**config.mk**
```make
export PLATFORM = sky130hd
export DESIGN_NAME = rpv_prep
export DESIGN_NICKNAME = d
export VERILOG_FILES = /design/src/sv/rpv_pkg.sv /design/src/sv/rpv_prep.sv
export SDC_FILE = /design/constraint.sdc
export NUM_CORES = 1
export LEC_CHECK = 0
export ABC_AREA = 1
export BUFFER_PORTS_ARGS = -buffer_cell sky130_fd_sc_hd__clkbuf_2
export CORE_AREA = 8 8 263 214
export CTS_CLUSTER_DIAMETER = 40
export CTS_CLUSTER_SIZE = 8
export DETAILED_ROUTE_END_ITERATION = 8
export DIE_AREA = 0 0 271 222
export PLACE_DENSITY = 0.75
export SYNTH_ARGS = -nofsm -noshare
export SYNTH_HDL_FRONTEND = slang
export SYNTH_SLANG_ARGS = --single-unit
```
**constraint.sdc**
```tcl
create_clock -name clk -period 1.85 [get_ports clk]
set_input_delay 0.37 -clock clk [delete_from_list [all_inputs] [get_ports clk]]
set_output_delay 0.37 -clock clk [all_outputs]
set_load 0.1 [all_outputs]
```
**src/sv/rpv_pkg.sv**
```systemverilog
// ----------------------------------------------------------------------------
// rpv_pkg
// Shared types, constants and the arctangent table for the rectangular /
// polar vector converter.
// ----------------------------------------------------------------------------
package rpv_pkg;

	localparam int ANG_W     = 32;
	localparam int FRAC_BITS = 16;
	localparam int GUARD     = 2;

	localparam logic [32:0] GAIN_INV     = 33'd2608131497;
	localparam logic [31:0] HALF_TURN    = 32'h8000_0000;
	localparam logic [31:0] QUARTER_TURN = 32'h4000_0000;
	localparam logic [31:0] NEG_QUARTER  = 32'hC000_0000;

	typedef enum logic [1:0] {
		FORM_RECT  = 2'd0,
		FORM_POLAR = 2'd1
	} form_t;

	// per-request control travelling with the data
	typedef struct packed {
		logic valid;
		logic polar;
		logic bad;
		logic zero;
		logic a_neg;
		logic a_zero;
	} ctl_t;

	// atan(2^-i) in binary angle units, full turn = 2^32
	localparam logic [31:0] ARC_TABLE [32] = '{
		32'h20000000, 32'h12E4051D, 32'h09FB385B, 32'h051111D4,
		32'h028B0D43, 32'h0145D7E1, 32'h00A2F61E, 32'h00517C55,
		32'h0028BE53, 32'h00145F2E, 32'h000A2F98, 32'h000517CC,
		32'h00028BE6, 32'h000145F3, 32'h0000A2F9, 32'h0000517C,
		32'h000028BE, 32'h0000145F, 32'h00000A2F, 32'h00000517,
		32'h0000028B, 32'h00000145, 32'h000000A2, 32'h00000051,
		32'h00000028, 32'h00000014, 32'h0000000A, 32'h00000005,
		32'h00000002, 32'h00000001, 32'h00000000, 32'h00000000
	};

endpackage

```
**src/sv/rpv_prep.sv**
```systemverilog
// ----------------------------------------------------------------------------
// rpv_prep
// Gain prescale (stage 1) and quadrant pre-rotation (stage 2).
// ----------------------------------------------------------------------------
module rpv_prep import rpv_pkg::*; #(
	parameter int DATA_WIDTH = 16,
	parameter int IW         = DATA_WIDTH + FRAC_BITS + GUARD
) (
	input  logic                         clk,
	input  logic                         arst_n,
	input  logic                         en,
	input  logic                         in_valid,
	input  logic [1:0]                   form_select,
	input  logic signed [DATA_WIDTH-1:0] first_value,
	input  logic signed [DATA_WIDTH-1:0] second_value,
	output ctl_t                         ctl_s2,
	output logic signed [IW-1:0]         x_s2,
	output logic signed [IW-1:0]         y_s2,
	output logic [ANG_W-1:0]             z_s2,
	output logic signed [DATA_WIDTH-1:0] a_s2,
	output logic signed [DATA_WIDTH-1:0] b_s2
);

	localparam int PW = DATA_WIDTH + 33;

	ctl_t                         ctl_in;
	ctl_t                         ctl_s1;
	logic signed [PW-1:0]         prod_a;
	logic signed [PW-1:0]         prod_b;
	logic signed [IW-1:0]         pa_s1;
	logic signed [IW-1:0]         pb_s1;
	logic signed [DATA_WIDTH-1:0] a_s1;
	logic signed [DATA_WIDTH-1:0] b_s1;
	logic signed [IW-1:0]         x_nx;
	logic signed [IW-1:0]         y_nx;
	logic [ANG_W-1:0]             z_nx;
	logic [ANG_W-1:0]             z_pol;
	logic                         flip;

	always_comb begin
		ctl_in.valid  = in_valid;
		ctl_in.polar  = (form_select == FORM_POLAR);
		ctl_in.bad    = (form_select != FORM_RECT) && (form_select != FORM_POLAR);
		ctl_in.zero   = (first_value == '0) && (second_value == '0);
		ctl_in.a_neg  = first_value[DATA_WIDTH-1];
		ctl_in.a_zero = (first_value == '0);
	end

	assign prod_a = PW'(first_value) * $signed(GAIN_INV);
	assign prod_b = PW'(second_value) * $signed(GAIN_INV);

	always_ff @(posedge clk or negedge arst_n) begin
		if (!arst_n) begin
			ctl_s1 <= '0;
		end else if (en) begin
			ctl_s1 <= ctl_in;
		end
	end

	always_ff @(posedge clk) begin
		if (en) begin
			pa_s1 <= IW'($signed(prod_a[PW-1:ANG_W-FRAC_BITS]));
			pb_s1 <= IW'($signed(prod_b[PW-1:ANG_W-FRAC_BITS]));
			a_s1  <= first_value;
			b_s1  <= second_value;
		end
	end

	// angle in 32-bit units; sign bits of b fall off the top
	assign z_pol = ANG_W'(b_s1) << (ANG_W - DATA_WIDTH);
	assign flip  = z_pol[ANG_W-1] ? (z_pol < NEG_QUARTER) : (z_pol > QUARTER_TURN);

	always_comb begin
		if (ctl_s1.polar) begin
			x_nx = flip ? -pa_s1 : pa_s1;
			y_nx = '0;
			z_nx = flip ? z_pol + HALF_TURN : z_pol;
		end else if (pa_s1 < 0) begin
			x_nx = -pa_s1;
			y_nx = -pb_s1;
			z_nx = HALF_TURN;
		end else begin
			x_nx = pa_s1;
			y_nx = pb_s1;
			z_nx = '0;
		end
	end

	always_ff @(posedge clk or negedge arst_n) begin
		if (!arst_n) begin
			ctl_s2 <= '0;
		end else if (en) begin
			ctl_s2 <= ctl_s1;
		end
	end

	always_ff @(posedge clk) begin
		if (en) begin
			x_s2 <= x_nx;
			y_s2 <= y_nx;
			z_s2 <= z_nx;
			a_s2 <= a_s1;
			b_s2 <= b_s1;
		end
	end

endmodule

```
# Word-level counts from Yosys, hierarchy flattened

Cells that the tools add are included.

Register bits after elaboration: 242
Bits in latches: 0
Memory bits (writable): 0
ROM bits: 0
Logic and storage cells: 44
Memories: 0

Add/subtract/negate cells: 3
Multiply operators: 2
Div/mod/pow operators: 0
$lt $le $gt $ge: 3
Equality and inequality tests: 2
Shift operators: 0
Mux-type cells: 8
Bitwise logic cells: 0
Reduce and logical (&&, ||, !) cells: 5

Operators with widths:

| operator               | count |
|---|---|
| $mux 34                | 4 |
| $mul 16x33->49 const B | 2 |
| $mux 32                | 3 |
| $neg 33->34            | 2 |
| $lt 33x1->1 const B    | 1 |
| $add 32x32->32 const B | 1 |
| $gt 32x31->1 const B   | 1 |
| $logic_not 16->1       | 2 |
| $lt 32x32->1 const B   | 1 |
| $eq 2x1->1 const B     | 1 |
| $logic_and 1x1->1      | 2 |
| $ne 2x1->1 const B     | 1 |
| $reduce_bool 2->1      | 1 |
| $mux 1                 | 1 |

# Depth between registers and ports, before layout

Depth after elaboration: 4
Gate-level depth with buffers: 26
Gate-level depth less buffers: 26

# Worst setup path after synthesis

Ideal clock, no wire load.

Path type: input-to-reg
From: input second_value[10]
To: register pb_s1[26] (data pin)
Data arrival time: 4.752 ns
Data required time: 1.598 ns
Setup slack: -3.155 ns
Stages: 21
Cell sequence: inv_1 fa_1 fa_1 fa_1 inv_1 fa_1 fa_1 inv_1 fa_1 inv_1 ha_1 nand2_1 inv_1 nand2_1 nand2_1 a21oi_1 nor2_1 nor2_1 nand2_1 nand2_1 nand2_1

Longest elaborated chain between the ends: 1

Ends and longest elaborated chain:

| item                 | line           | source |
|---|---|---|
| start, declared      | rpv_prep.sv:15 | `input logic signed [DATA_WIDTH-1:0] second_value,` |
| $mul 16x33->49       | rpv_prep.sv:50 | `assign prod_b = PW'(second_value) * $signed(GAIN_INV);` |
| net prod_b[42]       | rpv_prep.sv:29 | `logic signed [PW-1:0] prod_b;` |
| end signal, assigned | rpv_prep.sv:63 | `pb_s1 <= IW'($signed(prod_b[PW-1:ANG_W-FRAC_BITS]));` |
| end, declared        | rpv_prep.sv:31 | `logic signed [IW-1:0] pb_s1;` |

The timed path passes the listed nets, and every way through them passes these cells.
A chain may end at the register's enable or synchronous reset.

# Worst setup path in the final report

From: input first_value[8]
To: register pa_s1[17] (data pin)

Longest elaborated chain between the ends: 1

Ends and longest elaborated chain:

| item                 | line           | source |
|---|---|---|
| start, declared      | rpv_prep.sv:14 | `input logic signed [DATA_WIDTH-1:0] first_value,` |
| $mul 16x33->49       | rpv_prep.sv:49 | `assign prod_a = PW'(first_value) * $signed(GAIN_INV);` |
| net prod_a[33]       | rpv_prep.sv:28 | `logic signed [PW-1:0] prod_a;` |
| end signal, assigned | rpv_prep.sv:62 | `pa_s1 <= IW'($signed(prod_a[PW-1:ANG_W-FRAC_BITS]));` |
| end, declared        | rpv_prep.sv:30 | `logic signed [IW-1:0] pa_s1;` |

The timed path passes the listed nets, and every way through them passes these cells.

==> out/results.txt <==
DPL Wire Length: 78400 microns
Setup crit end kind: flip-flop
Mean Syn Cell Area: 8.40 sq um
initial antenna violation count: 1
number of DRC markers in iteration 0: 2522
worst hold path type: in -> reg
setup ws final: -2.92 ns
Yosys cell types: 49
ANT nets after route: 0
core box area: 0.0519 sq mm
routed len/inst: 19.6 microns
initial core utilization: 0.575
Yosys reg bits: 226
Buffers on Ports: 159
clock period minus worst slack: 4.77 ns
synthesized cell area: 0.0298 sq mm
synthesized netlist cell count: 3551
flop-to-flop setup slack: -0.28 ns
period utilization: 2.58
yosys warns: 0
crit path launch type: input pin
Die ar.: 0.0602 sq mm
Routed WL: 99100 microns
clock buffer depth: 3
Design Area, Final: 0.0414 sq mm
clk root buf: clkbuf_16
# diodes: 0
CTS tree: yes
Inserted Clock Buffers: 42
FMAX: 210 MHz
Final Slew Violations: 0
Slew @ Worst Pin: 0.594 ns
M1 WL: 42000 microns
drt via density: 5.29
violated checks: setup timing
Crit Path Max Fanout: 5
register area share after synthesis: 0.226
via count: 26728
row count: 75
RSZ-0062 raised after global routing: true
worst setup path category: in -> reg
CTS sink count: 226
highest routed layer: met4
layout cells sized above 1: 0.377
Max-Slew Margin vs Limit: 0.605
area growth from synthesis to layout: 38.9%
endpoints failing setup: 100
placer's final routability congestion estimate: 0.998
run status: finished, violations left
Worst EP arrival: 5.07 ns
Skew-Pair Late Insertion Delay: 0.56 ns
layout net count: 5106
die width: 271 microns
dpl cell area: 0.0365 sq mm
CP dominant cell by count: fa_1
total iterations of the first detailed-routing run: 6
GRT Resource Usage Total: 0.313
data required time of the critical path: 2.15 ns
Reg clk slew, reported paths: 0.05 ns
met3 WL post-DR: 11200 microns
first-pass GRT wire length: 148000 microns
# IOs: 176
pin count of the biggest net entering global routing: 68
Final Hold Fails: 0
die height: 222 microns
DRC viols: 0
GRT overflow: 0
critical path's largest stage delay: 0.57 ns
H-tree levels: 2
vias in the first global route: 26831
max_cap viols: 0
Max Clock Skew: 0.0123 ns
routed wl met2: 42800 microns
CP cell instances: clkbuf_16, fa_1, inv_1, fa_1, fa_1, inv_1, fa_2, fa_1, fa_1, ha_4, nand2_4, buf_6, nor2_4, nand2_2, nor2_1, nand2_1, nand3_4, nand2_2, nand3_2, nand2_2
Worst path slowest cell: fa_1
## cell families after synthesis
| group | count (synthesis) | synth area share |
|---|---|---|
| and+or+nand+nor | 1352 | 0.191 |
| buffers and inverters | 973 | 0.125 |
| adders and majority gates | 734 | 0.403 |
| DFF | 226 | 0.226 |
| AOI/OAI and AO/OA | 206 | 0.0378 |
| xor gates and xnor gates | 59 | 0.0173 |
| other | 1 | 0.000126 |
## cells in the final DEF, fill, tap and decap left out, drive strengths merged, types with 13 or more instances in the layout
master  netlist  final
xor2         48     48
edfxtp      214    214
nand4        33     33
fa          376    376
o21bai       13     13
a21oi       115    115
o21ai        51     51
nand2       831    831
ha          358    358
buf          32    610
nand3       128    128
conb          1     16
inv         934    932
nand3b       21     21
clkbuf        7    209
nor2        287    287
nor3         36     36
## cells in the mapped netlist (all sizes together)
cell type    n  share of area
a21boi       4         0.0010
a21o         6         0.0015
a21oi      115          0.019
a22oi        3        0.00076
a31oi        3        0.00063
and2         5         0.0011
and3         1        0.00021
buf         32         0.0070
clkbuf       7        0.00088
conb         1        0.00013
dfrtp       12          0.010
edfxtp     214           0.22
fa         376           0.25
ha         358           0.15
inv        934           0.12
nand2      831           0.11
nand3      128          0.024
nand3b      21         0.0053
nand4       33         0.0069
nor2       287          0.039
nor3        36         0.0071
nor3b        1        0.00042
nor4         2        0.00042
o211ai       4         0.0010
o21a         4         0.0010
o21ai       51         0.0086
o21bai      13         0.0033
o22ai        1        0.00021
o31ai        1        0.00025
o41ai        1        0.00029
or2          7         0.0015
xnor2       11         0.0032
xor2        48          0.014
## per-stage QoR
| step | util | hold slack, ns | setup slack, ns | cells | setup TNS, ns |
|---|---|---|---|---|---|
| 2_1_floorplan | - | 0.0744 | -2.91 | 3566 | -184.07 |
| 3_3_place_gp | 0.703 | 0.264 | -3.60 | 4896 | -224.83 |
| 3_5_place_dp | 0.703 | 0.268 | -3.68 | 4896 | -229.27 |
| 4_1_cts | 0.770 | 0.00787 | -2.82 | 5021 | -179.67 |
| 5_1_grt | 0.798 | 0.0143 | -3.03 | 5054 | -198.43 |
| 6_report | 0.798 | 0.0282 | -2.92 | 5054 | -189.39 |
## final timing paths
kind	from	endpoint	depth (start not counted)
hold / removal	first_value[2]	a_s1[2]$_DFFE_PP_	1
hold reg to reg	a_s1[5]$_DFFE_PP_	a_s2[5]$_DFFE_PP_	0
max in group asynchronous	arst_n	ctl_s2[2]$_DFFE_PN0P_	2
setup / recovery	first_value[8]	pa_s1[17]$_DFFE_PP_	20
min in group asynchronous	arst_n	ctl_s2[5]$_DFFE_PN0P_	2
setup reg to reg	pa_s1[13]$_DFFE_PP_	x_s2[32]$_DFFE_PP_	11
## flip-flops by register name, indices dropped and copies added, names as in the netlist
signal,count
x_s2,34
y_s2,34
pa_s1,33
pb_s1,33
a_s1,16
a_s2,16
b_s1,16
b_s2,16
z_s2,16
ctl_s1,6
ctl_s2,6
## what timing repair did
| item | CTS | global route |
|---|---|---|
| cloned | 4 | 1 |
| buffers inserted | 52 | 33 |
| setup endpoints to repair | 97 | 114 |
| hold buffers | 2 | 0 |
| pin swaps | 231 | 258 |
| endpoints found under the hold margin | 13 | 0 |
| gates resized for setup | 458 | 371 |
## worst max-delay path, delay by kind of cell
kind	cells	cell delay, ns
and+or+nand+nor	9	0.84
buffers and inverters	4	0.37
adders and majority gates	7	3.47
## cell type report
type / count / area, sq um
Clock buffer: 58 / 1130
Clock inverter: 13 / 211
Fill cell: 3157 / 10500
Inverter: 934 / 3550
Multi-Input combinational cell: 2367 / 22900
Sequential cell: 226 / 6730
Tap cell: 693 / 867
Timing Repair Buffer: 763 / 6020
## metal layers
| layer | global-route usage | up-vias |
|---|---|---|
| li1 | - | 12370 |
| met1 | 0.444 | 12780 |
| met2 | 0.470 | 1351 |
| met3 | 0.0889 | 227 |
| met4 | 0.0771 | 0 |
| met5 | 0 | - |
Power is left out: the tool's default activity adds up to more than one toggle a clock period on the data nets, which glitch-free logic cannot reach.
