### src/sv/rpv_pkg.sv
// ----------------------------------------------------------------------------
// rpv_pkg
// Shared types, constants and the arctangent table for the rectangular /
// polar vector converter.
// ----------------------------------------------------------------------------
package rpv_pkg;

	localparam int ANG_W     = 32;
	localparam int FRAC_BITS = 16;
	localparam int GUARD     = 2;

	localparam logic [32:0] GAIN_INV     = 33'd2608131497;
	localparam logic [31:0] HALF_TURN    = 32'h8000_0000;
	localparam logic [31:0] QUARTER_TURN = 32'h4000_0000;
	localparam logic [31:0] NEG_QUARTER  = 32'hC000_0000;

	typedef enum logic [1:0] {
		FORM_RECT  = 2'd0,
		FORM_POLAR = 2'd1
	} form_t;

	// per-request control travelling with the data
	typedef struct packed {
		logic valid;
		logic polar;
		logic bad;
		logic zero;
		logic a_neg;
		logic a_zero;
	} ctl_t;

	// atan(2^-i) in binary angle units, full turn = 2^32
	localparam logic [31:0] ARC_TABLE [32] = '{
		32'h20000000, 32'h12E4051D, 32'h09FB385B, 32'h051111D4,
		32'h028B0D43, 32'h0145D7E1, 32'h00A2F61E, 32'h00517C55,
		32'h0028BE53, 32'h00145F2E, 32'h000A2F98, 32'h000517CC,
		32'h00028BE6, 32'h000145F3, 32'h0000A2F9, 32'h0000517C,
		32'h000028BE, 32'h0000145F, 32'h00000A2F, 32'h00000517,
		32'h0000028B, 32'h00000145, 32'h000000A2, 32'h00000051,
		32'h00000028, 32'h00000014, 32'h0000000A, 32'h00000005,
		32'h00000002, 32'h00000001, 32'h00000000, 32'h00000000
	};

endpackage

### src/sv/rpv_cell.sv
// ----------------------------------------------------------------------------
// rpv_cell
// One micro-rotation: vectoring steers on y, rotation steers on z.
// ----------------------------------------------------------------------------
module rpv_cell import rpv_pkg::*; #(
	parameter int DATA_WIDTH = 16,
	parameter int IW         = DATA_WIDTH + FRAC_BITS + GUARD,
	parameter int STAGE      = 0
) (
	input  logic                         clk,
	input  logic                         arst_n,
	input  logic                         en,
	input  ctl_t                         ctl_in,
	input  logic signed [IW-1:0]         x_in,
	input  logic signed [IW-1:0]         y_in,
	input  logic [ANG_W-1:0]             z_in,
	input  logic signed [DATA_WIDTH-1:0] a_in,
	input  logic signed [DATA_WIDTH-1:0] b_in,
	output ctl_t                         ctl_q,
	output logic signed [IW-1:0]         x_q,
	output logic signed [IW-1:0]         y_q,
	output logic [ANG_W-1:0]             z_q,
	output logic signed [DATA_WIDTH-1:0] a_q,
	output logic signed [DATA_WIDTH-1:0] b_q
);

	localparam logic [ANG_W-1:0] ARC = ARC_TABLE[STAGE];

	logic signed [IW-1:0] xs;
	logic signed [IW-1:0] ys;
	logic                 ccw;

	assign xs  = x_in >>> STAGE;
	assign ys  = y_in >>> STAGE;
	assign ccw = ctl_in.polar ? !z_in[ANG_W-1] : y_in[IW-1];

	always_ff @(posedge clk or negedge arst_n) begin
		if (!arst_n) begin
			ctl_q <= '0;
		end else if (en) begin
			ctl_q <= ctl_in;
		end
	end

	always_ff @(posedge clk) begin
		if (en) begin
			if (ccw) begin
				x_q <= x_in - ys;
				y_q <= y_in + xs;
				z_q <= z_in - ARC;
			end else begin
				x_q <= x_in + ys;
				y_q <= y_in - xs;
				z_q <= z_in + ARC;
			end
			a_q <= a_in;
			b_q <= b_in;
		end
	end

endmodule

### config.mk
export PLATFORM = sky130hd
export DESIGN_NAME = rpv_cell
export DESIGN_NICKNAME = d
export VERILOG_FILES = /design/src/sv/rpv_pkg.sv /design/src/sv/rpv_cell.sv
export SDC_FILE = /design/constraint.sdc
export NUM_CORES = 1
export LEC_CHECK = 0
export BUFFER_PORTS_ARGS = -buffer_cell sky130_fd_sc_hd__buf_2
export CAP_MARGIN = 20
export CORE_MARGIN = 5
export CORE_UTILIZATION = 50
export CTS_BUF_LIST = sky130_fd_sc_hd__clkbuf_4 sky130_fd_sc_hd__clkbuf_8
export DETAILED_ROUTE_END_ITERATION = 8
export HOLD_SLACK_MARGIN = 0.02
export MAX_ROUTING_LAYER = met4
export PLACE_DENSITY = 0.8
export SYNTH_ARGS = -nofsm -noshare
export SYNTH_HDL_FRONTEND = slang
export SYNTH_SLANG_ARGS = --single-unit
### constraint.sdc
create_clock -name clk -period 1 [get_ports clk]
set_clock_uncertainty 0.2 [all_clocks]
set_input_delay 0.15 -clock clk [delete_from_list [all_inputs] [get_ports clk]]
set_output_delay 0.15 -clock clk [all_outputs]
set_load 0.1 [all_outputs]
==> results.md, run 1 <==
* Outcome: aborted with a tool error
* Failed at: global routing
* Err: [ERROR GRT-0232] Routing congestion too high. Check the congestion heatmap in the GUI.
* Clock sink count at 137
* I/O pin cnt at 279
* Top_reg_cell synth: edfxtp_1
* Number of flops mapped to enable cells by yosys at 131
* CTS H-tree depth at 4
* CTS buffer count at 17
* CTS root buf: clkbuf_8
* HPWL Detailed at 36.3 mm
* Synth cell types at 68
* Row count at 52
* Async SR Flop Fraction at 4.38%
* Setup Slack @ Placement at -2.36 ns
* Seq/Total Area, Yosys at 40.5%
* Syn_nets at 1308
* Synth top area cells: edfxtp_1 (39%), ha_1 (12%), a21oi_1 (6.2%), xnor2_1 (5.2%), inv_1 (3.9%)
* Initial Util at 50.3%
* Share of the synthesized area in the top cell type at 39.0%
* Gr ovfl total at 170
* Chip width at 152 µm
* I/O Buffers at 278
* Clock buffer depth at 2
* Warnings from Yosys at 0
* Mean area per synthesized cell at 9.48 µm²
* Cells after DPL at 1913
* Largest net degree at the start of global routing at 38
* Syn Std Cell Area at 10100 µm²
* All-Layer GR Usage at 79.4%
* Gate Count Post-Synth at 1063
* GPL Wtd Cong at 1.07
* Die height at 152 µm
* Synth Register Bits at 137
* Yosys top cell by area: edfxtp_1
* Most numerous cell in the Yosys netlist: edfxtp_1
* Post-synth top cells: edfxtp_1 (131), a21oi_1 (125), inv_1 (106)
==> through the flow <==
step	instance area [µm²]	hold WS, ns
after CTS	18300	-0.234
after detailed placement	16800	-0.218
after global placement	16800	-0.223
after floorplan	10700	-0.346
==> cells by family after synthesis <==
kind of cell             count (synthesis)  share of synthesized area (%)
buffers and inverters                  151                           5.76
AO/OA/AOI/OAI                          337                           21.4
XOR/XNOR                                67                           5.82
flip-flops                             137                           40.5
AND/OR/NAND/NOR                        252                           11.7
multiplexers                            15                           1.56
adder cells (fa/ha/maj)                104                           13.2
==> what timing repair did <==
item,CTS
hold endpoints to repair,178
resized for setup,76
pin swaps,30
setup buffers,16
hold buffers,69
endpoints found under the setup margin,212
gates cloned,0
==> layer usage <==
metal  GRT overflow  track usage (%)
met1              0             77.2
met2            116             92.9
met3              1             63.7
met4             53             80.8
met5              -                -
==> run 2, diff against run 1 <==
Settings changed: CORE_UTILIZATION 50 to 40, CTS_BUF_LIST sky130_fd_sc_hd__clkbuf_4 sky130_fd_sc_hd__clkbuf_8 to not set, HOLD_SLACK_MARGIN 0.02 to not set, MAX_ROUTING_LAYER met4 to not set, PLACE_DENSITY 0.8 to not set, PLACE_DENSITY_LB_ADDON set to 0.15.
Clock period 1 ns to 1.3 ns, I/O delays scaled along.
==> results.md, run 2 <==
* Outcome: finished with violations
* Failing checks: setup timing
* Mean area per synthesized cell at 9.48 µm²
* Warnings from Yosys at 0
* Ordered cell list for the critical path: buf_12, buf_12, buf_6, ha_4, fa_2, nand2b_4, a21oi_4, o41a_1, a21o_1, a211oi_2, o21ai_2, a2111o_1, o31a_1, xor2_1
* Xor/xnor share of the synthesized area at 5.82%
* CTS buffer count at 17
* Reg2Reg Depth at 1
* DR iter-0 viols at 1360
* Largest net degree at the start of global routing at 44
* Top_reg_cell synth: edfxtp_1
* RSZ-0062 raised after global routing: yes
* Maximum clock frequency at 0.334 GHz
* Post-synthesis compound-gate area fraction at 21.4%
* Relative slew slack at 65.3%
* GPL Wtd Cong at 0.982
* Main combinational cell family by area after synthesis: compound AO/OA/AOI/OAI gates
* Met3 GRT Util at 5.58%
* Layout Nets at 2071
* CP Capture Type: register
* Share of the synthesized area in the top cell type at 39.0%
* Sw Share at 45.6%
* Yosys top cell by area: edfxtp_1
* Max_cap viols at 0
* Synth cell types at 68
* Crit-path leading delay family: compound AO/OA/AOI/OAI gates
* Synth Register Bits at 137
* Tot Pwr at 25600 µW
* Register with the most flip-flops: y_q
* Drt drc at 0
* Slew @ Worst Pin at 0.518 ns
* CTS root buf: clkbuf_16
* Routed Wire Length at 56.4 mm
* Routed via count at 12600
* Row count at 58
* Seq/Total Area, Yosys at 40.5%
* CP most frequent cell: buf_12
* Chip width at 169 µm
* Core area at 25000 µm²
* Grt peak-use layer: met2
* Most numerous cell in the Yosys netlist: edfxtp_1
* Final setup fails at 205
* Crit path kind: primary input to register
* Minimum clock period at 2.99 ns
* Sw power at 11700 µW
* HPWL Detailed at 32.5 mm
* Seq pwr share at 24.1%
* CTS tree: done
* Final hold slack at 0.00153 ns
* Fin. max-slew vios at 0
* Die height at 169 µm
* Reg2reg setup slack at 0.22 ns
* Clock power share at 20.8%
* Vias in the first global route at 11800
* Reg2reg start: ctl_q[0]$_DFFE_PN0P_
* Commonest non-fill, non-tap cell in the layout: buf_4
* Min-delay src: en
* M2 GR Usage at 53.3%
* Pint at 13900 µW
* Antenna viol nets, final at 0
* Syn_nets at 1308
* Terminus of the critical flop-to-flop path: ctl_q[0]$_DFFE_PN0P_
* Post-Synth Adder-Cell Area at 13.2%
* Layout area overhead at 108%
* Die footprint at 28500 µm²
* Syn Std Cell Area at 10100 µm²
* Synth top area cells: edfxtp_1 (39%), ha_1 (12%), a21oi_1 (6.2%), xnor2_1 (5.2%), inv_1 (3.9%)
* Post-synthesis simple-gate area fraction at 11.7%
* Layout cells sized above 1 at 57.1%
* Critical Path RT at 1.30 ns
* CTS H-tree depth at 4
* First-pass iteration count of the detailed router at 6
* All-Layer GR Usage at 30.2%
* Clk pin slew, worst setup/hold paths at 0.07 ns
* Max VDD drop at 0.864 mV
* Setup TNS at -97.95 ns
* Global-route wire length before repair at 66.9 mm
* Top Registers: y_q x34, x_q x33, z_q x32
* Min-delay worst type: primary input to register
* I/O Buffers at 278
* Hold Crit Endpoint: z_q[31]$_DFFE_PP_
* Final Hold Fails at 0
* Combinational share of power at 55.1%
* Initial antenna violation count at 3
* Async SR Flop Fraction at 4.38%
* Gr ovfl total at 0
* Most frequent cells in the layout: buf_4 (372), buf_12 (150), edfxtp_1 (131), buf_2 (113), inv_1 (79)
* Vias per cell at 5.81
* Post-synthesis mux area share at 1.56%
* Max FFs per register at 34
* Tcrit/Tclk final at 230%
* Fin worst setup slack at -1.69 ns
* Clk_lat worst skew at 0.45 ns
* Slowest cell delay on critical path at 0.42 ns
* I/O pin cnt at 279
* Post-synth top cells: edfxtp_1 (131), a21oi_1 (125), inv_1 (106)
* Crit path buffers/inverters at 3
* Power density cells at 1220 nW/µm²
* Worst Setup Start Kind: primary input
* Number of flops mapped to enable cells by yosys at 131
* Leak pwr at 0.00912 µW
* Clock sink count at 137
* Avg WL per Cell at 25.9 µm
* Clock buffer depth at 2
* Crit path arrival time at 2.99 ns
* Slowest CP cell: a2111o_1
* Min-Delay Path Depth at 2
* Met1 Usage GRT at 37.0%
* Gate Count Post-Synth at 1063
* Setup Slack @ Placement at -2.17 ns
* CP max FO at 3
* Initial Util at 40.4%
[run 2: repair_timing]
item                                   in CTS  in global routing
endpoints found under the hold margin      78                  6
hold buffers                               71                  2
setup endpoints to repair                 204                206
pin swaps                                  93                152
resized for setup                         240                242
buffers inserted                           35                 58
[run 2: cell families (layout without fill, tap and decap cells)]
kind of cell | Yosys count | count (layout)
xor gates and xnor gates | 67 | 67
muxes | 15 | 15
AOI/OAI and AO/OA | 337 | 337
other | 0 | 6
buffers and inverters | 151 | 927
and+or+nand+nor | 252 | 252
adders and majority gates | 104 | 104
DFF | 137 | 137
[run 2: layer usage]
layer / vias to the layer above / wire length (µm)
met5: - / 18
met4: 2 / 4260
met3: 335 / 5230
met2: 963 / 27000
met1: 5983 / 19800
li1: 5359 / -
[run 2: metrics by stage]
stage / area [µm²] / utilization, % / std cells
CTS: 19600 / 78.4 / 2129
detailed placement: 17100 / 68.3 / 1997
global placement: 17100 / 68.3 / 1997
floorplan: 10700 / - / 1063
finish: 21000 / 83.9 / 2175
global route: 20900 / 83.9 / 2173
[run 2: cell type report]
class,instances,area [µm²]
repair buffers,787,8040
multi-input cells,775,7330
flip-flops and latches,137,4090
fillers,1297,4010
inverters,108,470
clock buffers,17,425
well taps,330,413
clock inverters,15,173
diodes,6,15.0
[run 2: worst max-delay path by stage]
| stage | start | to | depth (start not counted) | slack, ns |
|---|---|---|---|---|
| after floorplan | x_in[0] | x_q[32]$_DFFE_PP_ | 11 | -1.55 |
| after global placement | x_in[1] | x_q[17]$_DFFE_PP_ | 13 | -2.15 |
| after detailed placement | x_in[1] | x_q[17]$_DFFE_PP_ | 13 | -2.17 |
| after CTS | y_in[0] | y_q[32]$_DFFE_PP_ | 12 | -1.43 |
| after global routing | x_in[3] | x_q[32]$_DFFE_PP_ | 12 | -1.82 |
| final | y_in[0] | x_q[32]$_DFFE_PP_ | 14 | -1.69 |
[run 2: power groups by stage]
stage / registers [µW] / logic, µW / clock network (µW)
2_1_floorplan: 9990 / 2700 / 0
3_3_place_gp: 6180 / 11600 / 0
3_5_place_dp: 6200 / 11700 / 0
4_1_cts: 6110 / 12700 / 5080
5_1_grt: 6210 / 14400 / 5510
6_report: 6170 / 14100 / 5310
Power figures use the tool's default switching activity.
==> run 3, diff against run 2 <==
Clock period 1.3 ns to 2.82 ns, I/O delays scaled along.
==> results.md, run 3 (synthesized netlist as in run 2, its figures left out) <==
* Outcome: finished with violations
* Failing checks: setup timing
* Slew @ Worst Pin at 0.662 ns
* Max FFs per register at 34
* Crit path arrival time at 2.88 ns
* CTS tree: done
* Minimum clock period at 2.92 ns
* Die height at 169 µm
* Antenna cell count at 0
* Max_cap viols at 0
* CP Capture Type: register
* Final hold slack at 0.0278 ns
* Layout Nets at 1969
* Relative slew slack at 55.8%
* Maximum clock frequency at 0.343 GHz
* Die footprint at 28500 µm²
* RSZ-0062 raised after global routing: yes
* Vias in the first global route at 10800
* I/O Buffers at 278
* Initial antenna violation count at 1
* Initial Util at 40.4%
* Commonest non-fill, non-tap cell in the layout: buf_4
* Power density cells at 597 nW/µm²
* Clock sink count at 137
* Setup TNS at -0.367 ns
* Worst Setup Start Kind: primary input
* Clk_lat worst skew at 0.41 ns
* Avg WL per Cell at 18.8 µm
* Drt drc at 0
* Cell area after layout at 16300 µm²
* CTS buffer count at 17
* Crit path kind: primary input to register
* Critical Path RT at 2.79 ns
* WL met2 at 18.6 mm
* Core area at 25000 µm²
* Row count at 58
* Clock buffer depth at 2
* Setup Slack @ Placement at -0.671 ns
* Final Hold Fails at 0
* Final setup fails at 9
* Post-DP Area at 14400 µm²
* DR WL met3 at 2.34 mm
* Leak pwr at 0.00746 µW
* Layout Cells excl Fill at 2067
* GPL Wtd Cong at 0.990
* Vias per cell at 5.17
* HPWL Detailed at 30.3 mm
* Gr ovfl total at 0
* Top Registers: y_q x34, x_q x33, z_q x32
* DR iter-0 viols at 838
* Register with the most flip-flops: y_q
* Global-route wire length before repair at 58.9 mm
* Antenna viol nets, final at 0
* Most frequent cells in the layout: buf_4 (335), buf_2 (273), edfxtp_1 (131), a21oi_1 (106), inv_1 (100)
* Layout cells sized above 1 at 44.0%
* Cells after DPL at 1958
* Largest net degree at the start of global routing at 70
* Routed Wire Length at 38.8 mm
* CP max FO at 4
* First-pass iteration count of the detailed router at 5
* Tcrit/Tclk final at 103%
* Fin worst setup slack at -0.0965 ns
* Clk pin slew, worst setup/hold paths at 0.07 ns
* Min-delay worst type: primary input to register
* Max Used Layer: met4
* Fin. max-slew vios at 0
* Layout area overhead at 61.7%
* Routed via count at 10700
* CTS H-tree depth at 4
* CTS root buf: clkbuf_16
* I/O pin cnt at 279
* WL met1 at 16.7 mm
* Chip width at 169 µm
* All-Layer GR Usage at 26.3%
* Max VDD drop at 0.416 mV
run 3: cell count changes in the layout (fill, tap and decap cells not counted), sizes merged:
cell and change:
buf -91, diode -6, dlygate4sd3 -11
run 3: layout make-up:
class | instances | area [µm²]
Tap cell | 330 | 413
Sequential cell | 137 | 4080
Clock inverter | 15 | 173
Clock buffer | 17 | 425
Inverter | 108 | 408
Fill cell | 2095 | 8660
Multi-Input combinational cell | 775 | 6060
Timing Repair Buffer | 685 | 4740
run 3: path summary, 6_finish.rpt:
path	startpoint	endpoint	slack, ns	cells past startpoint
hold / removal	ctl_in[1]	ctl_q[1]$_DFFE_PN0P_	0.03	2
setup / recovery	x_in[9]	y_q[32]$_DFFE_PP_	-0.1	12
setup reg to reg	ctl_q[3]$_DFFE_PN0P_	ctl_q[3]$_DFFE_PN0P_	1.87	1
min in group asynchronous	arst_n	ctl_q[1]$_DFFE_PN0P_	0.15	2
hold reg to reg	ctl_q[4]$_DFFE_PN0P_	ctl_q[4]$_DFFE_PN0P_	0.31	1
max in group asynchronous	arst_n	ctl_q[5]$_DFFE_PN0P_	2.10	2
run 3: stage by stage:
| step | util (%) | power (µW) |
|---|---|---|
| finish | 65.3 | 9730 |
| global route | 65.3 | 10100 |
| CTS | 63.7 | 9660 |
| floorplan | - | 5760 |
| detailed placement | 57.9 | 7170 |
| global placement | 57.9 | 7150 |
run 3: what timing repair did:
item	4_1_cts	5_1_grt
cloned	0	0
hold endpoints to repair	65	0
endpoints found under the setup margin	28	34
pin swaps	13	31
setup buffers	6	11
hold buffers	60	0
gates resized for setup	47	71
run 3: power breakdown:
| part | total (µW) | switching [µW] | internal, µW |
|---|---|---|---|
| logic | 4770 | 3350 | 1420 |
| registers | 2650 | 73.5 | 2570 |
| clock network | 2320 | 1110 | 1200 |
| total | 9730 | 4540 | 5200 |
run 3: routing by layer:
layer	up-vias	global-route usage [%]
met4	0	8.50
met1	5047	34.0
met5	-	0
met3	64	4.18
li1	5169	-
met2	410	45.2
run 3: worst max-delay path, cell delays in order:
cell and delay [ns]:
buf_2 0.10, inv_1 0.04, ha_1 0.35, a21oi_1 0.29, o21ai_1 0.18, a21oi_1 0.17, o21ai_0 0.11, a211oi_1 0.29
o21ai_2 0.17, a2111o_1 0.48, o31a_1 0.14, xor2_1 0.14
