**src/sv/rpv_pkg.sv**
```systemverilog
// ----------------------------------------------------------------------------
// rpv_pkg
// Shared types, constants and the arctangent table for the rectangular /
// polar vector converter.
// ----------------------------------------------------------------------------
package rpv_pkg;

	localparam int ANG_W     = 32;
	localparam int FRAC_BITS = 16;
	localparam int GUARD     = 2;

	localparam logic [32:0] GAIN_INV     = 33'd2608131497;
	localparam logic [31:0] HALF_TURN    = 32'h8000_0000;
	localparam logic [31:0] QUARTER_TURN = 32'h4000_0000;
	localparam logic [31:0] NEG_QUARTER  = 32'hC000_0000;

	typedef enum logic [1:0] {
		FORM_RECT  = 2'd0,
		FORM_POLAR = 2'd1
	} form_t;

	// per-request control travelling with the data
	typedef struct packed {
		logic valid;
		logic polar;
		logic bad;
		logic zero;
		logic a_neg;
		logic a_zero;
	} ctl_t;

	// atan(2^-i) in binary angle units, full turn = 2^32
	localparam logic [31:0] ARC_TABLE [32] = '{
		32'h20000000, 32'h12E4051D, 32'h09FB385B, 32'h051111D4,
		32'h028B0D43, 32'h0145D7E1, 32'h00A2F61E, 32'h00517C55,
		32'h0028BE53, 32'h00145F2E, 32'h000A2F98, 32'h000517CC,
		32'h00028BE6, 32'h000145F3, 32'h0000A2F9, 32'h0000517C,
		32'h000028BE, 32'h0000145F, 32'h00000A2F, 32'h00000517,
		32'h0000028B, 32'h00000145, 32'h000000A2, 32'h00000051,
		32'h00000028, 32'h00000014, 32'h0000000A, 32'h00000005,
		32'h00000002, 32'h00000001, 32'h00000000, 32'h00000000
	};

endpackage

```
**src/sv/rpv_post.sv**
```systemverilog
// ----------------------------------------------------------------------------
// rpv_post
// Rounding, saturation and result select into the output register.
// ----------------------------------------------------------------------------
module rpv_post import rpv_pkg::*; #(
	parameter int DATA_WIDTH = 16,
	parameter int IW         = DATA_WIDTH + FRAC_BITS + GUARD
) (
	input  logic                         clk,
	input  logic                         arst_n,
	input  logic                         en,
	input  ctl_t                         ctl_in,
	input  logic signed [IW-1:0]         x_in,
	input  logic signed [IW-1:0]         y_in,
	input  logic [ANG_W-1:0]             z_in,
	input  logic signed [DATA_WIDTH-1:0] a_in,
	input  logic signed [DATA_WIDTH-1:0] b_in,
	output logic                         out_valid,
	output logic signed [DATA_WIDTH-1:0] x_out,
	output logic signed [DATA_WIDTH-1:0] y_out,
	output logic [DATA_WIDTH-1:0]        magnitude,
	output logic signed [DATA_WIDTH-1:0] angle,
	output logic                         mode_out,
	output logic                         bad_mode
);

	localparam int RW = IW - FRAC_BITS;
	localparam logic signed [IW-1:0] RND = IW'(1) <<< (FRAC_BITS - 1);
	localparam logic [DATA_WIDTH-1:0] SMAX = {1'b0, {(DATA_WIDTH-1){1'b1}}};
	localparam logic [DATA_WIDTH-1:0] SMIN = {1'b1, {(DATA_WIDTH-1){1'b0}}};

	logic signed [IW-1:0]         xr_full;
	logic signed [IW-1:0]         yr_full;
	logic signed [RW-1:0]         xr;
	logic signed [RW-1:0]         yr;
	logic [DATA_WIDTH-1:0]        x_sat;
	logic [DATA_WIDTH-1:0]        y_sat;
	logic [DATA_WIDTH-1:0]        mag_v;
	logic [DATA_WIDTH-1:0]        ang_v;
	logic [DATA_WIDTH-1:0]        x_nx;
	logic [DATA_WIDTH-1:0]        y_nx;
	logic [DATA_WIDTH-1:0]        mag_nx;
	logic [DATA_WIDTH-1:0]        ang_nx;

	assign xr_full = x_in + RND;
	assign yr_full = y_in + RND;
	assign xr      = xr_full[IW-1:FRAC_BITS];
	assign yr      = yr_full[IW-1:FRAC_BITS];

	always_comb begin
		if (xr[RW-1:DATA_WIDTH-1] == '0 || xr[RW-1:DATA_WIDTH-1] == '1) begin
			x_sat = xr[DATA_WIDTH-1:0];
		end else begin
			x_sat = xr[RW-1] ? SMIN : SMAX;
		end
		if (yr[RW-1:DATA_WIDTH-1] == '0 || yr[RW-1:DATA_WIDTH-1] == '1) begin
			y_sat = yr[DATA_WIDTH-1:0];
		end else begin
			y_sat = yr[RW-1] ? SMIN : SMAX;
		end
		if (xr[RW-1]) begin
			mag_v = '0;
		end else if (xr[RW-2:DATA_WIDTH] != '0) begin
			mag_v = '1;
		end else begin
			mag_v = xr[DATA_WIDTH-1:0];
		end
	end

	generate
		if (DATA_WIDTH < ANG_W) begin : g_ang_rnd
			logic [ANG_W-1:0] z_rnd;
			assign z_rnd = z_in + (ANG_W'(1) << (ANG_W - 1 - DATA_WIDTH));
			assign ang_v = z_rnd[ANG_W-1 -: DATA_WIDTH];
		end else begin : g_ang_full
			assign ang_v = DATA_WIDTH'(z_in);
		end
	endgenerate

	always_comb begin
		if (ctl_in.bad) begin
			x_nx   = '0;
			y_nx   = '0;
			mag_nx = '0;
			ang_nx = '0;
		end else if (ctl_in.polar) begin
			x_nx   = x_sat;
			y_nx   = y_sat;
			mag_nx = ctl_in.a_neg ? DATA_WIDTH'(-a_in) : a_in;
			if (ctl_in.a_zero) begin
				ang_nx = '0;
			end else begin
				ang_nx = {b_in[DATA_WIDTH-1] ^ ctl_in.a_neg, b_in[DATA_WIDTH-2:0]};
			end
		end else begin
			x_nx   = a_in;
			y_nx   = b_in;
			mag_nx = mag_v;
			ang_nx = ctl_in.zero ? '0 : ang_v;
		end
	end

	always_ff @(posedge clk or negedge arst_n) begin
		if (!arst_n) begin
			out_valid <= 1'b0;
		end else if (en) begin
			out_valid <= ctl_in.valid;
		end
	end

	always_ff @(posedge clk) begin
		if (en) begin
			x_out     <= x_nx;
			y_out     <= y_nx;
			magnitude <= mag_nx;
			angle     <= ang_nx;
			mode_out  <= ctl_in.polar && !ctl_in.bad;
			bad_mode  <= ctl_in.bad;
		end
	end

endmodule

```
**config.mk**
```make
export PLATFORM = sky130hd
export DESIGN_NAME = rpv_post
export DESIGN_NICKNAME = d
export VERILOG_FILES = /design/src/sv/rpv_pkg.sv /design/src/sv/rpv_post.sv
export SDC_FILE = /design/constraint.sdc
export NUM_CORES = 1
export LEC_CHECK = 0
export ABC_AREA = 1
export BUFFER_PORTS_ARGS = -buffer_cell sky130_fd_sc_hd__buf_4
export CAP_MARGIN = 5
export CELL_PAD_IN_SITES_DETAIL_PLACEMENT = 1
export CELL_PAD_IN_SITES_GLOBAL_PLACEMENT = 2
export CORE_MARGIN = 5
export CORE_UTILIZATION = 24
export DETAILED_ROUTE_END_ITERATION = 8
export PLACE_DENSITY = 0.77
export SLEW_MARGIN = 20
export SYNTH_ARGS = -nofsm -noshare
export SYNTH_HDL_FRONTEND = slang
export SYNTH_SLANG_ARGS = --single-unit
export TNS_END_PERCENT = 30
```
**constraint.sdc**
```tcl
create_clock -name clk -period 0.8 [get_ports clk]
set_input_delay 0.16 -clock clk [delete_from_list [all_inputs] [get_ports clk]]
set_output_delay 0.16 -clock clk [all_outputs]
set_load 0.1 [all_outputs]
```
After elaboration in Yosys (flattened, before gate mapping)
Cells that the tools add are included.

storage, ports and cells
  flip-flop bits (word level) = 67
  latch bits = 0
  RAM bits = 0
  ROM bits = 0
  bits of input ports = 141
  output and inout bits = 67
  memories kept = 0

operators by class
  add/sub/neg operators = 4
  multipliers = 0
  divide/modulo/power cells = 0
  $lt $le $gt $ge = 0
  equal/unequal tests = 2
  shift operators = 0
  multiplexer cells = 13
  bitwise logic cells = 1
  reductions and logical operators = 6

operators by type and width
  kind                                                               number
  16-bit 2-to-1 mux                                                  13
  34-bit by 17-bit adder with 34-bit output (second input constant)  2
  32-bit by 16-bit adder with 32-bit output (second input constant)  1
  16-bit negator                                                     1
  3-bit equality test (second input constant)                        2
  3-bit logical NOT                                                  2
  1-bit logical OR                                                   2
  1-bit logical AND                                                  1
  1-bit logical NOT                                                  1
  1-bit bitwise XOR                                                  1

Longest topological paths before layout
  word-level depth = 5
  mapped depth = 13

Least setup slack after synthesis
Ideal clock, no wire load.

  kind = input port to flip-flop
  start point = in x_in[15]
  end point = reg x_out[11], data pin
  setup time = 0.257 ns
  arrival = 1.396 ns
  slack = -0.853 ns
  stages = 11
  path through = ha_1 nand2_2 nor2_4 nand2_4 nor2_8 nand4_1 nand2_4 buf_6 a21oi_2 nor2_1 nor2_1

on the way
  word-level cells in the longest chain between the ends = 5

ends and longest elaborated chain
  what                                                             RTL line         text
  start, declared                                                  rpv_post.sv:13   input logic signed [IW-1:0] x_in,
  34-bit by 17-bit adder with 34-bit output *                      rpv_post.sv:45   assign xr_full = x_in + RND;
  3-bit equality test / 3-bit logical NOT (equally long branches)  rpv_post.sv:51   if (xr[RW-1:DATA_WIDTH-1] == '0 || xr[RW-1:DATA_WIDTH-1] == '1) begin
  1-bit logical OR                                                 rpv_post.sv:51
  16-bit 2-to-1 mux *                                              rpv_post.sv:51
  16-bit 2-to-1 mux *                                              rpv_post.sv:86   end else if (ctl_in.polar) begin
  end signal, assigned                                             rpv_post.sv:113  x_out <= x_nx;
  end, declared                                                    rpv_post.sv:19   output logic signed [DATA_WIDTH-1:0] x_out,

Every way passes the cells marked *; elsewhere a longest branch is shown, timed or not.
A chain may end at the register's enable or synchronous reset.

Final worst setup path
  start point = in x_in[16]
  end point = reg x_out[4], data pin

The elaborated chain is that of the path after synthesis.

==> results.md <==
Timing:
- The hold slack is roughly 54 ps.
- The measured slew at the worst slew-check pin is 387.5 ps.
- The count of endpoints failing setup in the final report is 127.
- The post-route fraction of the period consumed by the critical path is 172.9%.
- Clock skew on the completed layout was measured at 0 ps.
- The final max-slew violation count came to 0.
- The count of endpoints failing hold in the final timing report is 0.
- The slack of the critical path is -583.0 ps.
- Setup repair after global routing could not meet its margin everywhere.
- The fmax is between 700 and 800 MHz.
- The time the worst path needs with I/O delays and setup is 1383 ps.
- In this run the tightest slew margin relative to its limit is 74.11%.

Synth:
- The count of flip-flops with a built-in enable after synthesis is 66.
- The flip-flop and latch count after synthesis is 67.
- Synthesis produced a netlist whose cell count is 640.
- After synthesis, flip-flops and latches occupy 40.69% of the total area.
- The dominant register cell in the synthesized netlist is sky130_fd_sc_hd__edfxtp_1.
- The average size of a mapped cell is 7.707 um2.
- The net count after synthesis is about 790.
- In the synthesized netlist the async set-or-reset flop fraction comes to 1.493%.
- In this run, distinct cell masters in the synthesized netlist total 35.
- The count of synthesis-stage warnings from yosys is 0.
- The netlist area before placement is 4932 um2.

Placed design:
- The detailed-placement wirelength estimate is roughly 16000 um.
- At the end of routability-driven placement, the weighted congestion stood at 0.8210.
- The count of buffers from port buffering is 162.
- The cell area reported after detailed placement is approximately 7700 um2.

Clock tree:
- The number of buffers on the longest clock path is 2.
- The latest clock arrival within the worst-skew pair is 340 ps.
- TritonCTS built the clock tree.
- The maximum level of the CTS H-tree is 3.
- The root buffer cell chosen for the clock tree is sky130_fd_sc_hd__clkbuf_16.
- The number of clock buffers added by TritonCTS is 9.
- Clock-pin slew was measured on the worst setup and hold paths at 60 ps.
- The number of clock sinks is 67.

Power:
- Across the VDD grid, the largest voltage drop is approximately 750 uV.
- For this design the ratio of total power to cell area is 1592 nW/um2.
- Summed over all cells, the static leakage comes to 3.842 nW.

Routing:
- After detailed routing, the number of remaining DRC violations is 0.
- For this block, the initial DRC count from the detailed router was approximately 240.
- The detailed-router iteration count before antenna repair is 4.
- In the final routed layout, each cell accounts on average for 16.66 um.
- The number of vias per cell is 4.556.
- The remaining antenna violation count is 0.
- The final layout contains routed wiring with a total length of 20490 um.
- The final route contains 5604 vias.

Worst setup path:
- On the critical path, the stage with the largest delay is an instance of sky130_fd_sc_hd__nand2_4.
- The worst setup path is launched from a primary input.
- The timing startpoint of the critical path is x_in[16].
- The largest single stage delay on the critical path is roughly 220 ps.
- The slack of the worst reg-to-reg path is about 30 ps.
- The category of the most critical setup path is primary input to flop.
- The startpoint of the worst register-to-register path is out_valid.
- Data arrives at the worst endpoint at between 1000 and 1500 ps.
- Among the stages of the critical path, the cell type that occurs most often is sky130_fd_sc_hd__nand2_4.
- The maximum fanout encountered on the critical timing path is 7.
- The kind of end point of the critical path is a flop.
- The count of buffer and inverter cells on the critical path is 2.
- Walking the worst path, the cells encountered are buf_8 -> ha_4 -> nand2_4 -> nor2_4 -> nand2_4 -> nor2_8 -> nand4_1 -> nand2_4 -> buf_12 -> a21oi_2 -> nor2_1 -> nor2_1.
- The endpoint required time on the critical path is 900 ps.
- The family with the most delay on the worst path is simple AND/OR/NAND/NOR gates.

Global routing:
- After global routing the overflow that remains totals 0.
- The first global-routing pass estimated between 30000 and 40000 um of wire.
- The number of global-route vias before repair is 5842.
- Global routing used 16.76% of the available tracks across all layers.
- The initial antenna violation count is 0.
- The maximum number of pins on one net before global-route repair is 44.

Final layout:
- The combined flip-flop and latch cell area is between 2000 and 2500 um2.
- Cells with a size suffix above 1 make up between 40% and 50% of the layout.
- In the final design database the tool counted 1100 nets.
- After filler insertion, the fill cell instance count of the layout stands at 2442.
- The finished cells cover 8725 um2.
- Relative to the synthesized area, the layout overhead comes to 76.89%.
- In the final layout, the multi-input gates occupy 2967 um2.
- The number of antenna diodes in the final layout is 0.

Worst hold path:
- The worst hold path begins at ctl_in[5].
- In this run the worst hold path is classified as primary input to flop.

Floorplanning:
- The die covers 23520 um2.
- The top-level port count is 208.
- The core area is 20230 um2.
- The initial utilization of the core area, before any placement, comes to between 20% and 30%.
- In this run the vertical extent of the chip is 153.4 um.
- The number of rows in the core area is 52.
- The horizontal extent of the die is 153.4 um.

Run status:
- The flow ran to the end, but the final reports show violations.
- The checks that failed: negative setup slack.

Run:
- Across the run, the number of max-cap violations was 0.
## layout make-up
class / count / area share, %
sequential: 67 / 23.00
clock inverter: 6 / 0.6453
tap: 270 / 3.872
timing repair buffer: 323 / 33.20
inverter: 61 / 2.653
clock buffer: 10 / 2.624
multi-input combinational: 493 / 34.00
## cells in the final DEF, fill, tap and decap left out, types with 3 or more instances in the layout
cell type / Yosys / final
sky130_fd_sc_hd__nand2_1: 139 / 123
sky130_fd_sc_hd__edfxtp_1: 66 / 66
sky130_fd_sc_hd__nand3_1: 38 / 29
sky130_fd_sc_hd__a21oi_2: 18 / 41
sky130_fd_sc_hd__buf_6: 5 / 75
sky130_fd_sc_hd__nor2_1: 84 / 68
sky130_fd_sc_hd__nor2_4: 3 / 11
sky130_fd_sc_hd__xor2_1: 20 / 20
sky130_fd_sc_hd__buf_12: 1 / 10
sky130_fd_sc_hd__inv_1: 57 / 55
sky130_fd_sc_hd__clkinv_1: 1 / 4
sky130_fd_sc_hd__nand2_2: 14 / 22
sky130_fd_sc_hd__o211ai_1: 3 / 3
sky130_fd_sc_hd__clkbuf_16: 0 / 10
sky130_fd_sc_hd__ha_4: 0 / 3
sky130_fd_sc_hd__nand3_2: 2 / 8
sky130_fd_sc_hd__buf_8: 0 / 6
sky130_fd_sc_hd__nor2_2: 7 / 16
sky130_fd_sc_hd__o21ai_0: 55 / 45
sky130_fd_sc_hd__nand3_4: 0 / 3
sky130_fd_sc_hd__nand2_4: 4 / 12
sky130_fd_sc_hd__nor3_1: 9 / 8
sky130_fd_sc_hd__buf_4: 0 / 230
sky130_fd_sc_hd__nand4_1: 16 / 16
sky130_fd_sc_hd__inv_2: 3 / 4
sky130_fd_sc_hd__a21oi_1: 53 / 30
sky130_fd_sc_hd__xnor2_1: 9 / 9
sky130_fd_sc_hd__o21ai_1: 1 / 9
## logic make-up after synthesis
| kind of cell | Yosys count | synth area share, % |
|---|---|---|
| AOI/OAI and AO/OA | 136 | 15.88 |
| xor gates and xnor gates | 29 | 5.150 |
| adders and majority gates | 4 | 1.015 |
| buffers and inverters | 82 | 7.382 |
| DFF | 67 | 40.69 |
| muxes | 1 | 0.2283 |
| and+or+nand+nor | 321 | 29.65 |
## flip-flops by register name, summed over array words and instances (netlist names)
signal / flops
angle: 16
bad_mode: 1
magnitude: 16
mode_out: 1
out_valid: 1
x_out: 16
y_out: 16
## through the flow
| step | TNS, ps | power (W) | std cells | util, % | setup slack (ps) |
|---|---|---|---|---|---|
| after floorplan | -61680 | 0.007572 | 640 | - | -814.2 |
| after global placement | -62440 | 0.009497 | 1199 | 37.97 | -981.5 |
| after detailed placement | -64400 | 0.009529 | 1199 | 37.97 | -1043 |
| after CTS | -48820 | 0.01394 | 1225 | 42.14 | -561.7 |
| after global routing | -55290 | 0.01446 | 1230 | 43.12 | -673.8 |
| final | -48150 | 0.01389 | 1230 | 43.12 | -583.0 |
## power by group
part           switching (W)  total, W  internal [W]
logic                0.00367   0.00552       0.00185
registers           0.000187   0.00441       0.00422
clock network        0.00158   0.00396       0.00238
total                0.00544    0.0139       0.00845
## synthesized netlist by cell type (4+ instances only)
cell,instances,area (um2)
sky130_fd_sc_hd__a21oi_1,53,265.3
sky130_fd_sc_hd__nor2_1,84,315.3
sky130_fd_sc_hd__inv_1,57,214.0
sky130_fd_sc_hd__ha_1,4,50.05
sky130_fd_sc_hd__xnor2_1,9,78.83
sky130_fd_sc_hd__edfxtp_1,66,1982
sky130_fd_sc_hd__o21ai_0,55,275.3
sky130_fd_sc_hd__buf_6,5,56.30
sky130_fd_sc_hd__nand4_1,16,100.1
sky130_fd_sc_hd__clkbuf_1,13,48.80
sky130_fd_sc_hd__nor3_1,9,45.04
sky130_fd_sc_hd__xor2_1,20,175.2
sky130_fd_sc_hd__nand2_4,4,45.04
sky130_fd_sc_hd__nand2_2,14,87.58
sky130_fd_sc_hd__nand2_1,139,521.8
sky130_fd_sc_hd__nand3_1,38,190.2
sky130_fd_sc_hd__a21oi_2,18,157.7
sky130_fd_sc_hd__nor2_2,7,43.79
## repair_timing
| action | in CTS | in global routing |
|---|---|---|
| resized for setup | 129 | 47 |
| setup endpoints to repair | 131 | 130 |
| setup buffers | 7 | 4 |
| hold buffers | 1 | 0 |
| gates cloned | 2 | 2 |
| endpoints found under the hold margin | 1 | 0 |
| pin swaps | 33 | 35 |
## worst paths after layout
path / cells after the start / endpoint
setup / recovery: 12 / x_out[4]
hold / removal: 2 / out_valid
setup reg to reg: 1 / out_valid
hold reg to reg: 1 / out_valid
max in group asynchronous: 2 / out_valid
min in group asynchronous: 2 / out_valid
## per-layer routing
layer  vias to the layer above  part of all wire [%]  global-route usage, %
li1                       2781                     -                      -
met5                         -                     0                      0
met4                         0                   1.4                  4.920
met1                      2667                    43                  20.99
met3                        19                   4.6                  2.940
met2                       137                    51                  29.54
Power figures use the tool's default switching activity.
